## config.mk

```make
export PLATFORM = sky130hd
export DESIGN_NAME = packet_loss_monitor
export DESIGN_NICKNAME = d
export VERILOG_FILES = /design/src/rtl/plm_pkg.sv /design/src/rtl/plm_hist.sv /design/src/rtl/packet_loss_monitor.sv
export SDC_FILE = /design/constraint.sdc
export NUM_CORES = 2
export LEC_CHECK = 0
export ABC_CLOCK_PERIOD_IN_PS = 40800
export BUFFER_PORTS_ARGS = -buffer_cell sky130_fd_sc_hd__clkbuf_2
export CAP_MARGIN = 15
export CORE_MARGIN = 2
export CORE_UTILIZATION = 30
export CTS_CLUSTER_SIZE = 28
export DETAILED_ROUTE_END_ITERATION = 10
export PLACE_DENSITY = 0.55
export SLEW_MARGIN = 15
export SYNTH_ARGS = -nofsm -noshare
export SYNTH_HDL_FRONTEND = slang
export SYNTH_SLANG_ARGS = --single-unit
```

## constraint.sdc

```tcl
create_clock -name clk_i -period 40.8 [get_ports clk_i]
set_clock_uncertainty 0.15 [all_clocks]
set_input_delay 8.16 -clock clk_i [delete_from_list [all_inputs] [get_ports clk_i]]
set_output_delay 8.16 -clock clk_i [all_outputs]
set_load 0.01 [all_outputs]
```

## src/rtl/plm_pkg.sv

```systemverilog
// ----------------------------------------------------------------------------
// plm_pkg: shared types and constants of the packet loss monitor
// Field widths, opcodes, event kinds, register indexes and a saturating adder.
// ----------------------------------------------------------------------------
package plm_pkg;

  localparam int unsigned SEQ_W     = 32;
  localparam int unsigned CNT_W     = 32;
  localparam int unsigned MAX_BURST = 32;
  localparam int unsigned BIN_IDX_W = 6;
  localparam int unsigned HIST_AW   = $clog2(MAX_BURST);
  localparam int unsigned CFG_IDX_W = 2;

  localparam logic [CNT_W-1:0] WINDOW_SIZE_RST    = CNT_W'(1000);
  localparam logic [SEQ_W-1:0] MAX_SEQ_RST        = '1;
  localparam logic [CNT_W-1:0] REORDER_WINDOW_RST = CNT_W'(10000);

  typedef enum logic {
    OP_PACKET = 1'b0,
    OP_READ   = 1'b1
  } plm_op_e;

  typedef enum logic [1:0] {
    EV_NONE = 2'd0,
    EV_FWD  = 2'd1,
    EV_LATE = 2'd2,
    EV_WRAP = 2'd3
  } plm_event_e;

  typedef enum logic [CFG_IDX_W-1:0] {
    CFG_WINDOW_SIZE    = 2'd0,
    CFG_MAX_SEQ        = 2'd1,
    CFG_REORDER_WINDOW = 2'd2
  } plm_cfg_e;

  // Histogram access issued when a transaction is accepted.
  typedef struct packed {
    logic               rd;
    logic [HIST_AW-1:0] addr;
  } plm_hist_req_t;

  function automatic logic [CNT_W-1:0] sat_add(input logic [CNT_W-1:0] a,
                                               input logic [CNT_W-1:0] b);
    logic [CNT_W:0] s;
    s = {1'b0, a} + {1'b0, b};
    return s[CNT_W] ? '1 : s[CNT_W-1:0];
  endfunction

endpackage

```

## src/rtl/plm_hist.sv

```systemverilog
// ----------------------------------------------------------------------------
// plm_hist: burst length histogram
// Synchronous memory with per-entry valid bits, saturating read-modify-write
// and forwarding of the latest write into a read issued on the same edge.
// ----------------------------------------------------------------------------
module plm_hist
  import plm_pkg::*;
(
  input  logic             clk_i,
  input  logic             rst_ni,
  input  plm_hist_req_t    req_i,
  input  logic             wr_en_i,
  output logic [CNT_W-1:0] bin_val_o
);

  logic [CNT_W-1:0]   mem [MAX_BURST];
  logic [MAX_BURST-1:0] hvld_q;
  logic [CNT_W-1:0]   rdata_q;
  logic [HIST_AW-1:0] addr_q;
  logic               fwd_vld_q;
  logic [HIST_AW-1:0] fwd_addr_q;
  logic [CNT_W-1:0]   fwd_data_q;
  logic [CNT_W-1:0]   inc_val;
  logic               fwd_hit;

  assign fwd_hit   = fwd_vld_q && (fwd_addr_q == addr_q);
  assign bin_val_o = fwd_hit ? fwd_data_q : (hvld_q[addr_q] ? rdata_q : '0);
  assign inc_val   = sat_add(bin_val_o, CNT_W'(1));

  always_ff @(posedge clk_i) begin
    if (wr_en_i) begin
      mem[addr_q] <= inc_val;
    end
    if (req_i.rd) begin
      rdata_q <= mem[req_i.addr];
    end
  end

  always_ff @(posedge clk_i or negedge rst_ni) begin
    if (!rst_ni) begin
      hvld_q     <= '0;
      addr_q     <= '0;
      fwd_vld_q  <= 1'b0;
      fwd_addr_q <= '0;
      fwd_data_q <= '0;
    end else begin
      if (req_i.rd) begin
        addr_q <= req_i.addr;
      end
      if (wr_en_i) begin
        hvld_q[addr_q] <= 1'b1;
        fwd_vld_q      <= 1'b1;
        fwd_addr_q     <= addr_q;
        fwd_data_q     <= inc_val;
      end
    end
  end

  // A written entry is marked valid.
  a_wr_sets_valid : assert property (@(posedge clk_i) disable iff (!rst_ni)
    wr_en_i |=> hvld_q[$past(addr_q)])
    else $error("histogram write did not mark entry valid");

  // Right after a write to the held address, the readback is at least one.
  a_wr_readback : assert property (@(posedge clk_i) disable iff (!rst_ni)
    (wr_en_i && !req_i.rd) |=> (bin_val_o != '0))
    else $error("histogram readback lost the last increment");

endmodule

```

## src/rtl/packet_loss_monitor.sv

```systemverilog
// ----------------------------------------------------------------------------
// packet_loss_monitor: sequence number gap loss counter
// Classifies received sequence numbers, tallies losses per window and keeps
// a histogram of forward loss burst lengths.
// ----------------------------------------------------------------------------
// Usage:
//   s_axis carries one transaction per packet or histogram read. tuser is the
//   opcode (packet / read bin); tdata holds seq_num and bin_index.
//   m_axis returns exactly one result transaction per input transaction,
//   in order: tuser holds event_kind and window_done, tdata the counters.
//   cfg writes window_size, max_seq and reorder_window by index; the port is
//   always ready; the user writes it only while the block is idle (not enforced).
// Throughput and stages:
//   One transaction per cycle sustained while m_axis_tready is high. A result
//   passes the middle stage and then the output register: the scalar tallies
//   update and the histogram is read on the accept edge; when the middle stage
//   advances, the histogram write-back and the output register load on the
//   same edge.
// Reset:
//   Tallies clear, the first window restarts, registers take their defaults
//   and the histogram valid bits clear at once (no clearing pass).
// Stall:
//   When m_axis_tready is low a full output register holds; the middle stage,
//   if empty, still takes one more transaction before s_axis_tready drops.
// ----------------------------------------------------------------------------
module packet_loss_monitor
  import plm_pkg::*;
(
  input  logic                 clk_i,
  input  logic                 rst_ni,
  // slave side
  input  logic                 s_axis_tvalid,
  output logic                 s_axis_tready,
  input  logic [39:0]          s_axis_tdata,   // [31:0] seq_num, [37:32] bin_index
  input  logic                 s_axis_tuser,   // [0] opcode
  // master side
  output logic                 m_axis_tvalid,
  input  logic                 m_axis_tready,
  output logic [223:0]         m_axis_tdata,   // [31:0] gap_length, [63:32] first_missing,
                                               // [95:64] last_missing, [127:96] window_loss,
                                               // [159:128] window_number,
                                               // [191:160] late_count, [223:192] bin_count
  output logic [2:0]           m_axis_tuser,   // [1:0] event_kind, [2] window_done
  // configuration
  input  logic                 cfg_valid_i,
  output logic                 cfg_ready_o,
  input  logic [CFG_IDX_W-1:0] cfg_index_i,
  input  logic [CNT_W-1:0]     cfg_data_i
);

  typedef struct packed {
    logic             is_read;
    logic             bin_ok;
    plm_event_e       kind;
    logic [CNT_W-1:0] gap;
    logic [SEQ_W-1:0] first_miss;
    logic [SEQ_W-1:0] last_miss;
    logic             win_done;
    logic [CNT_W-1:0] win_loss;
    logic [CNT_W-1:0] win_num;
    logic [CNT_W-1:0] late_cnt;
    logic             inc;
  } plm_mid_t;

  // configuration registers
  logic [CNT_W-1:0] win_size_q;
  logic [SEQ_W-1:0] max_seq_q;
  logic [CNT_W-1:0] reorder_q;

  // tallies
  logic [SEQ_W-1:0] last_seq_q, last_seq_d;
  logic [CNT_W-1:0] pt_q, pt_d;
  logic [CNT_W-1:0] loss_q, loss_d;
  logic             first_q, first_d;
  logic [CNT_W-1:0] wc_q, wc_d;
  logic [CNT_W-1:0] late_q, late_d;

  // pipeline
  logic          v2_q, v3_q;
  plm_mid_t      mid_q, mid_d;
  logic [223:0]  tdata_q;
  logic [2:0]    tuser_q;
  logic          rdy3, s_fire, s2_fire;
  plm_hist_req_t hreq;
  logic [CNT_W-1:0] bin_val;

  // input fields
  plm_op_e              op;
  logic [SEQ_W-1:0]     cur;
  logic [BIN_IDX_W-1:0] bin_idx;

  assign op      = plm_op_e'(s_axis_tuser);
  assign cur     = s_axis_tdata[31:0];
  assign bin_idx = s_axis_tdata[37:32];

  assign rdy3          = !v3_q || m_axis_tready;
  assign s2_fire       = v2_q && rdy3;
  assign s_axis_tready = !v2_q || rdy3;
  assign s_fire        = s_axis_tvalid && s_axis_tready;
  assign cfg_ready_o   = 1'b1;

  // Classify a packet or decode a bin read; update the tallies in the accept cycle.
  always_comb begin
    logic             check, fwd, late, close;
    logic [CNT_W-1:0] gap_f, gap_w, head, pt1, excess;
    logic [SEQ_W-1:0] back;

    check  = 1'b0;
    fwd    = 1'b0;
    late   = 1'b0;
    close  = 1'b0;
    gap_f  = cur - last_seq_q - SEQ_W'(1);
    back   = last_seq_q - cur;
    head   = (max_seq_q > last_seq_q) ? (max_seq_q - last_seq_q) : '0;
    gap_w  = sat_add(head, cur);
    pt1    = sat_add(pt_q, CNT_W'(1));
    excess = '0;

    last_seq_d = last_seq_q;
    pt_d       = pt_q;
    loss_d     = loss_q;
    first_d    = first_q;
    wc_d       = wc_q;
    late_d     = late_q;

    mid_d            = '0;
    mid_d.is_read    = (op == OP_READ);
    mid_d.kind       = EV_NONE;
    hreq.rd          = 1'b0;
    hreq.addr        = '0;

    if (op == OP_READ) begin
      mid_d.bin_ok = (bin_idx != '0) && (bin_idx <= BIN_IDX_W'(MAX_BURST));
      hreq.rd      = s_fire && mid_d.bin_ok;
      hreq.addr    = HIST_AW'(bin_idx - BIN_IDX_W'(1));
    end else begin
      check = ({1'b0, cur} != ({1'b0, last_seq_q} + (SEQ_W+1)'(1))) && !first_q &&
              (last_seq_q != max_seq_q) && (cur != '0);
      fwd   = cur > last_seq_q;
      late  = back < reorder_q;

      pt_d       = pt1;
      last_seq_d = cur;

      if (check) begin
        if (fwd) begin
          loss_d           = sat_add(loss_q, gap_f);
          pt_d             = sat_add(pt1, gap_f);
          mid_d.kind       = EV_FWD;
          mid_d.gap        = gap_f;
          mid_d.first_miss = last_seq_q + SEQ_W'(1);
          mid_d.last_miss  = cur - SEQ_W'(1);
          mid_d.inc        = (gap_f <= CNT_W'(MAX_BURST));
          hreq.rd          = s_fire && mid_d.inc;
          hreq.addr        = HIST_AW'(gap_f - CNT_W'(1));
        end else if (late) begin
          late_d     = sat_add(late_q, CNT_W'(1));
          pt_d       = pt1 - CNT_W'(1);
          last_seq_d = last_seq_q;
          mid_d.kind = EV_LATE;
        end else begin
          loss_d           = sat_add(loss_q, gap_w);
          pt_d             = sat_add(pt1, gap_w);
          mid_d.kind       = EV_WRAP;
          mid_d.gap        = gap_w;
          mid_d.first_miss = last_seq_q + SEQ_W'(1);
          mid_d.last_miss  = cur - SEQ_W'(1);
        end
      end

      // Close the window and carry any excess over as packets and losses.
      close = pt_d >= win_size_q;
      if (close) begin
        excess         = pt_d - win_size_q;
        first_d        = 1'b0;
        wc_d           = wc_q + CNT_W'(1);
        mid_d.win_done = 1'b1;
        mid_d.win_loss = (loss_d > excess) ? (loss_d - excess) : '0;
        mid_d.win_num  = wc_d;
        pt_d           = excess;
        loss_d         = excess;
      end
    end
    mid_d.late_cnt = late_d;
  end

  always_ff @(posedge clk_i or negedge rst_ni) begin
    if (!rst_ni) begin
      win_size_q <= WINDOW_SIZE_RST;
      max_seq_q  <= MAX_SEQ_RST;
      reorder_q  <= REORDER_WINDOW_RST;
    end else if (cfg_valid_i) begin
      unique case (cfg_index_i)
        CFG_WINDOW_SIZE:    win_size_q <= cfg_data_i;
        CFG_MAX_SEQ:        max_seq_q  <= cfg_data_i;
        CFG_REORDER_WINDOW: reorder_q  <= cfg_data_i;
        default: ;
      endcase
    end
  end

  // Advance the tallies on each accepted packet.
  always_ff @(posedge clk_i or negedge rst_ni) begin
    if (!rst_ni) begin
      last_seq_q <= '0;
      pt_q       <= '0;
      loss_q     <= '0;
      first_q    <= 1'b1;
      wc_q       <= '0;
      late_q     <= '0;
    end else if (s_fire) begin
      last_seq_q <= last_seq_d;
      pt_q       <= pt_d;
      loss_q     <= loss_d;
      first_q    <= first_d;
      wc_q       <= wc_d;
      late_q     <= late_d;
    end
  end

  always_ff @(posedge clk_i or negedge rst_ni) begin
    if (!rst_ni) begin
      v2_q <= 1'b0;
      v3_q <= 1'b0;
    end else begin
      if (s_fire) begin
        v2_q <= 1'b1;
      end else if (s2_fire) begin
        v2_q <= 1'b0;
      end
      if (s2_fire) begin
        v3_q <= 1'b1;
      end else if (m_axis_tready) begin
        v3_q <= 1'b0;
      end
    end
  end

  // Payload registers: middle stage and output stage.
  always_ff @(posedge clk_i) begin
    if (s_fire) begin
      mid_q <= mid_d;
    end
    if (s2_fire) begin
      tdata_q <= {(mid_q.is_read && mid_q.bin_ok) ? bin_val : CNT_W'(0),
                  mid_q.late_cnt, mid_q.win_num, mid_q.win_loss,
                  mid_q.last_miss, mid_q.first_miss, mid_q.gap};
      tuser_q <= {mid_q.win_done, mid_q.kind};
    end
  end

  plm_hist u_hist (
    .clk_i     (clk_i),
    .rst_ni    (rst_ni),
    .req_i     (hreq),
    .wr_en_i   (s2_fire && mid_q.inc),
    .bin_val_o (bin_val)
  );

  assign m_axis_tvalid = v3_q;
  assign m_axis_tdata  = tdata_q;
  assign m_axis_tuser  = tuser_q;

  // Both stages full and the receiver stalled: the input must be held off.
  a_backpressure : assert property (@(posedge clk_i) disable iff (!rst_ni)
    (v2_q && v3_q && !m_axis_tready) |-> !s_axis_tready)
    else $error("input accepted with full pipeline");

  // A closing window advances the window count by one.
  a_window_count : assert property (@(posedge clk_i) disable iff (!rst_ni)
    (s_fire && (op == OP_PACKET) && mid_d.win_done) |=> (wc_q == $past(wc_q) + CNT_W'(1)))
    else $error("window count did not advance");

  // Once the first window has closed it never reopens.
  a_first_window : assert property (@(posedge clk_i) disable iff (!rst_ni)
    !first_q |=> !first_q)
    else $error("first window flag set again");

  // Every middle-stage transaction reaches the output register.
  a_mid_to_out : assert property (@(posedge clk_i) disable iff (!rst_ni)
    s2_fire |=> m_axis_tvalid)
    else $error("result lost between stages");

endmodule

```

# Word-level counts from Yosys, hierarchy flattened
# Memories as Yosys holds them, arrays and structs flattened. A register that Yosys moved wholly into a read port is not among the register bits.
# Index checks and enable logic that the tools add are counted.
# totals
input_bits,80
output_inout_bits,230
wordCells,153
ram_bits,1024
n_memories,1
ff_bits,759
# memory_table
memory,words,width,rd,rd_ports_with_merged_regs,wr,line,rtl
u_hist.mem,32,32,1,1,1,plm_hist.sv:16,logic [CNT_W-1:0] mem [MAX_BURST];
# op_classes
n_eq_ne,6
reduce_logical,33
mux,46
order_cmp,9
addsub,21
n_bitwise,6
# op_table
cell,count
$mux W32,29
$add A32 B32 Y33,5
$sub A32 B32 Y32,5
$add A32 B1 Y33 const B,4
$mux W97,1
$gt A32 B32 Y1,3
$mux W96,1
$sub A32 B1 Y32 const B,3
$mux W65,1
$add A32 B1 Y32 const B,2
$ne A32 B33 Y1,1
$ge A32 B32 Y1,1
$le A32 B6 Y1 const B,1
$lt A32 B32 Y1,1
$ne A32 B32 Y1,1
$or A32 B32 Y32,1
$reduce_bool A32 Y1,1
$mux W6,3
$logic_and A1 B1 Y1,12
$sub A5 B1 Y5 const B,2
$mux W1,9
$reduce_or A3 Y1,3
$reduce_and A2 Y1,4
$le A6 B6 Y1 const B,1
16 further kinds,26

# Logic depth before layout (Yosys ltp)
# depth
depth_word,14
depth_mapped,69
ltp_nobuf,66

# Modules after synthesis
# From an unflattened synthesis, not the netlist that was laid out.
# unflattened
cells_unflattened,7241
area_unflattened_um2,93093.0
# modules_own_cells
mod,area_each_um2,n_inst,seq_area_each_um2,cells_per_inst
packet_loss_monitor,48470.2,1,19298.5,5132
plm_hist,44622.8,1,33587.2,2109

# Worst setup path after synthesis
# No wires, ideal clock.
# synth_timing
path_kind,in2reg
startpoint,in s_axis_tdata[0]
endpoint,"reg mid_q[86] (netlist name), data pin"
path_buffers,2
path_slack_ns,22.388
arrival_ns,17.993
required_time_ns,40.380
stages,51
setup_ns,0.270
cell_sequence,ha_1 fa_1 a21o_1 a21oi_1 o21ai_0 a21oi_1 nor2_1 a311o_1 o21a_1 a22o_1 a31oi_1 a21oi_1 or2_2 ha_1 fa_1 a211o_1 a21oi_1 o211ai_1 (+15 left out) a21o_1 a21o_1 a21o_1 a21oi_1 xnor2_1 inv_1 ha_1 a21o_1 a21o_1 a21o_1 a21oi_1 o21ai_0 o21a_1 nor2_1 o21ai_0 o211ai_1 clkbuf_1 nor3_1
# synth_between
elab_chain_cells,12
elab_cells_between_ends,35
classes_between,10 x add/sub; 4 x order compare; 1 x eq/ne; 13 x mux; 2 x bitwise; 5 x reduce/logical
# synth_rtl
element,line,rtl
"start, declared",packet_loss_monitor.sv:34,"input logic [39:0] s_axis_tdata,"
"parallel branches: the longest is 12 deep, another holds $add A32 B32 Y33",n/a,
"end signal, assigned",packet_loss_monitor.sv:242,mid_q <= mid_d;
"end, declared",packet_loss_monitor.sv:80,"plm_mid_t mid_q, mid_d;"
# Several ways; the timed one is not identified. The select of a mux whose other input is x is not followed.
# A chain may end at the register's enable or synchronous reset.

# Final worst setup path
# layout_timing
startpoint,in s_axis_tdata[0]
endpoint,"reg mid_q[77] (netlist name), data pin"
# Same word-level chain as after synthesis.

==> results_dict.tcl <==
set metrics [dict create \
    vias_per_cell 5.22 \
    number_of_drc_markers_after_the_initial_detailed_route_iteration 6337 \
    synth_area_per_cell_um2 11.4 \
    share_of_post_route_cells_with_drive_strength_above_1_pct 13.2 \
    route.detailed.drc 0 \
    synth.top_cells.by_area "edfxtp_1, dfrtp_1, ha_1" \
    dp_hpwl_um 203000 \
    grt_start_max_net_pins 175 \
    ys_async_sr_fraction_pct 18.4 \
    mostFrequentLayoutCell "edfxtp_1" \
    postSynthNetCount 8526 \
    grt_overflow 0 \
    syn_to_final_growth_pct 14.3 \
    gpl.final_weighted_congestion 0.923 \
    hold_path_class "flop to flop" \
    tritoncts.num_buffers 194 \
    synth.largest_area_cell "edfxtp_1" \
    tritoncts_num_sinks 1815 \
    cp_num_buf_inv 5 \
    grt_pass1_wl_um 428000 \
    clk_transition_reported_paths_ns 0.06 \
    grt_setup_unrepaired "false" \
    core-area_mm2 0.304 \
    width_of_the_chip_um 557 \
    timing.final.crit_share_pct 50.2 \
    timing.setup.critical_path_class "input pin to flop" \
    antenna_found_initial 22 \
    area_of_combinational_cells_with_multiple_inputs_mm2 0.0368 \
    timing.critical_path.slowest_stage_cell "o311ai_0" \
    cp-start-kind "input pin" \
    finalWorstPathRequiredPeriod_ns 20.49 \
    tightest_slew_ns 1.20 \
    initial_drt_pass_iterations 6 \
    status "completed" \
    cts-htree-levels 4 \
    clock_tree_from_tritoncts "built" \
    netlist_instances 8076 \
    first_global_vias 63800 \
    cp_max_fo 32 \
    timing_hold_violations_final 0 \
    required_ns 41.18 \
    chip_height_um 557 \
    numPortBuffers 306 \
    cp_num_cells 52 \
    crit_path_end_kind "flop" \
    final_cell_mix "edfxtp_1, nand2_1, nor2_1" \
    synth.ff_latch_count 1815 \
    post_cts_hold_buffer_count 0 \
    layout.area.seq_mm2 0.0529 \
    postSynth.topFlopCell "edfxtp_1" \
    ys_seq_area_share_pct 57.7 \
    synth.cell_area_mm2 0.0917 \
    fillCellCount 30000 \
    setup_viol 0 \
    io_pins 310 \
    floorplan.die_area_mm2 0.310 \
    initial_core_util_pct 30.2 \
    setup_total_negative_slack_ns 0 \
    worst_slew_margin_rel_pct 20.0 \
    cts_root_buffer "clkbuf_16" \
    synth_warnings 0 \
    worstPathArrival_ns 20.88 \
    route.antenna.remaining_nets 0 \
    reg2regPathDepth 66 \
    holdPathStages 0 \
    fmax_ghz 0.0488 \
    avgRoutedWirePerCell_um 23.4 \
    std_cell_rows 202 \
    drv_cap 0 \
    count_of_flip_flops_with_a_built_in_enable_after_synthesis 1481 \
    path_delay_family "compound AO/OA/AOI/OAI gates" \
    final-max-slew-violation-count 0 \
    worst_path_largest_cell_delay_ns 0.66 \
    cts_setup_buffers 0 \
    finalWirelength_um 296000 \
    design.final.nets 8833 \
    cts.path.max_buffers 4 \
    crit_path_frequent_cell "a21o_1" \
    yosysUniqueCellTypes 102 \
    worstSkewPairLatency_ns 0.88 \
    grt_use_total_pct 18.5 \
    via_count 66000 \
    worst-r2r-setup-slack_ns 23.69 \
    cts_resized 0 \
    post-synth-top-area-fraction_pct 48.5 \
]
==> registers in the layout, indices dropped and copies added, names as in the netlist <==
register           flops
u_hist.addr_q          5
u_hist.hvld_q         32
m_axis_tvalid          1
u_hist.fwd_data_q     32
loss_q                32
v2_q                   1
max_seq_q             32
u_hist.mem          1024
m_axis_tdata         224
mid_q                198
win_size_q            32
u_hist.fwd_addr_q      5
pt_q                  32
m_axis_tuser           3
u_hist.rdata_q        32
wc_q                  32
late_q                32
first_q                1
u_hist.fwd_vld_q       1
reorder_q             32
last_seq_q            32
==> cell families after synthesis <==
group | share of synthesized area, %
DFF | 57.7
xor gates and xnor gates | 4.62
AOI/OAI and AO/OA | 11.3
and+or+nand+nor | 15.4
muxes | 3.19
other | 0.00409
buffers and inverters | 2.71
adders and majority gates | 5.13
==> metal layers <==
metal	share of wire (%)	GRT usage, %	routed length (um)	vias to the layer above
met3	6.0	2.93	17700	481
met4	3.7	6.38	10800	10
met5	0.021	0	62	-
li1	-	-	-	30500
met2	48	31.1	142000	2169
met1	42	24.0	125000	32800
==> synthesized netlist by cell type, types with 30 or more instances <==
cell / instances
a22o_1: 48
buf_2: 108
and3_1: 72
ha_1: 361
xor2_1: 157
nand3_1: 397
o21bai_1: 52
clkbuf_1: 224
dfstp_2: 44
inv_1: 247
mux2i_1: 136
nand2_1: 1168
a21o_1: 129
a211oi_1: 50
or3_1: 42
edfxtp_1: 1481
nor3_2: 30
nor2_1: 622
mux2_2: 118
o21ai_0: 278
nand4_1: 170
nand2b_1: 73
xnor2_1: 327
o21a_1: 46
and2_1: 44
a31oi_1: 90
a2bb2oi_1: 33
nor4_1: 40
o22ai_1: 57
a32oi_1: 105
nor3_1: 139
nor2b_1: 60
dfrtp_1: 290
a22oi_1: 30
or2_2: 64
a21oi_1: 336
==> through the flow <==
stage	cells	setup slack, ns	utilization (%)	hold WS (ns)	area (um^2)
2_1_floorplan	8076	22.39	-	0.250	91700
3_3_place_gp	12300	19.83	32.5	0.256	98500
3_5_place_dp	12300	19.71	32.5	0.255	98500
4_1_cts	12600	20.49	34.5	0.193	105000
5_1_grt	12600	19.35	34.5	0.189	105000
6_report	12600	20.31	34.5	0.204	105000
==> final timing paths <==
check	to	start
setup / recovery	mid_q[77]$_SDFFCE_PP0P_	s_axis_tdata[0]
hold / removal	m_axis_tdata[97]$_DFFE_PP_	mid_q[66]$_SDFFCE_PP0P_
setup reg to reg	mid_q[77]$_SDFFCE_PP0P_	last_seq_q[0]$_DFFE_PN0P_
hold reg to reg	m_axis_tdata[97]$_DFFE_PP_	mid_q[66]$_SDFFCE_PP0P_
max in group asynchronous	reorder_q[21]$_DFFE_PN0P_	rst_ni
min in group asynchronous	late_q[9]$_DFFE_PN0P_	rst_ni
==> layout make-up <==
| class | instances | area share, % |
|---|---|---|
| diodes | 13 | 0.0310 |
| multi-input cells | 5654 | 35.1 |
| clock inverters | 115 | 1.09 |
| well taps | 4080 | 4.87 |
| repair buffers | 466 | 2.66 |
| inverters | 252 | 0.910 |
| flip-flops and latches | 1815 | 50.4 |
| clock buffers | 234 | 4.85 |
Power is not shown: default switching activity piles up to over one toggle a cycle in this logic, so the estimate is an artifact.
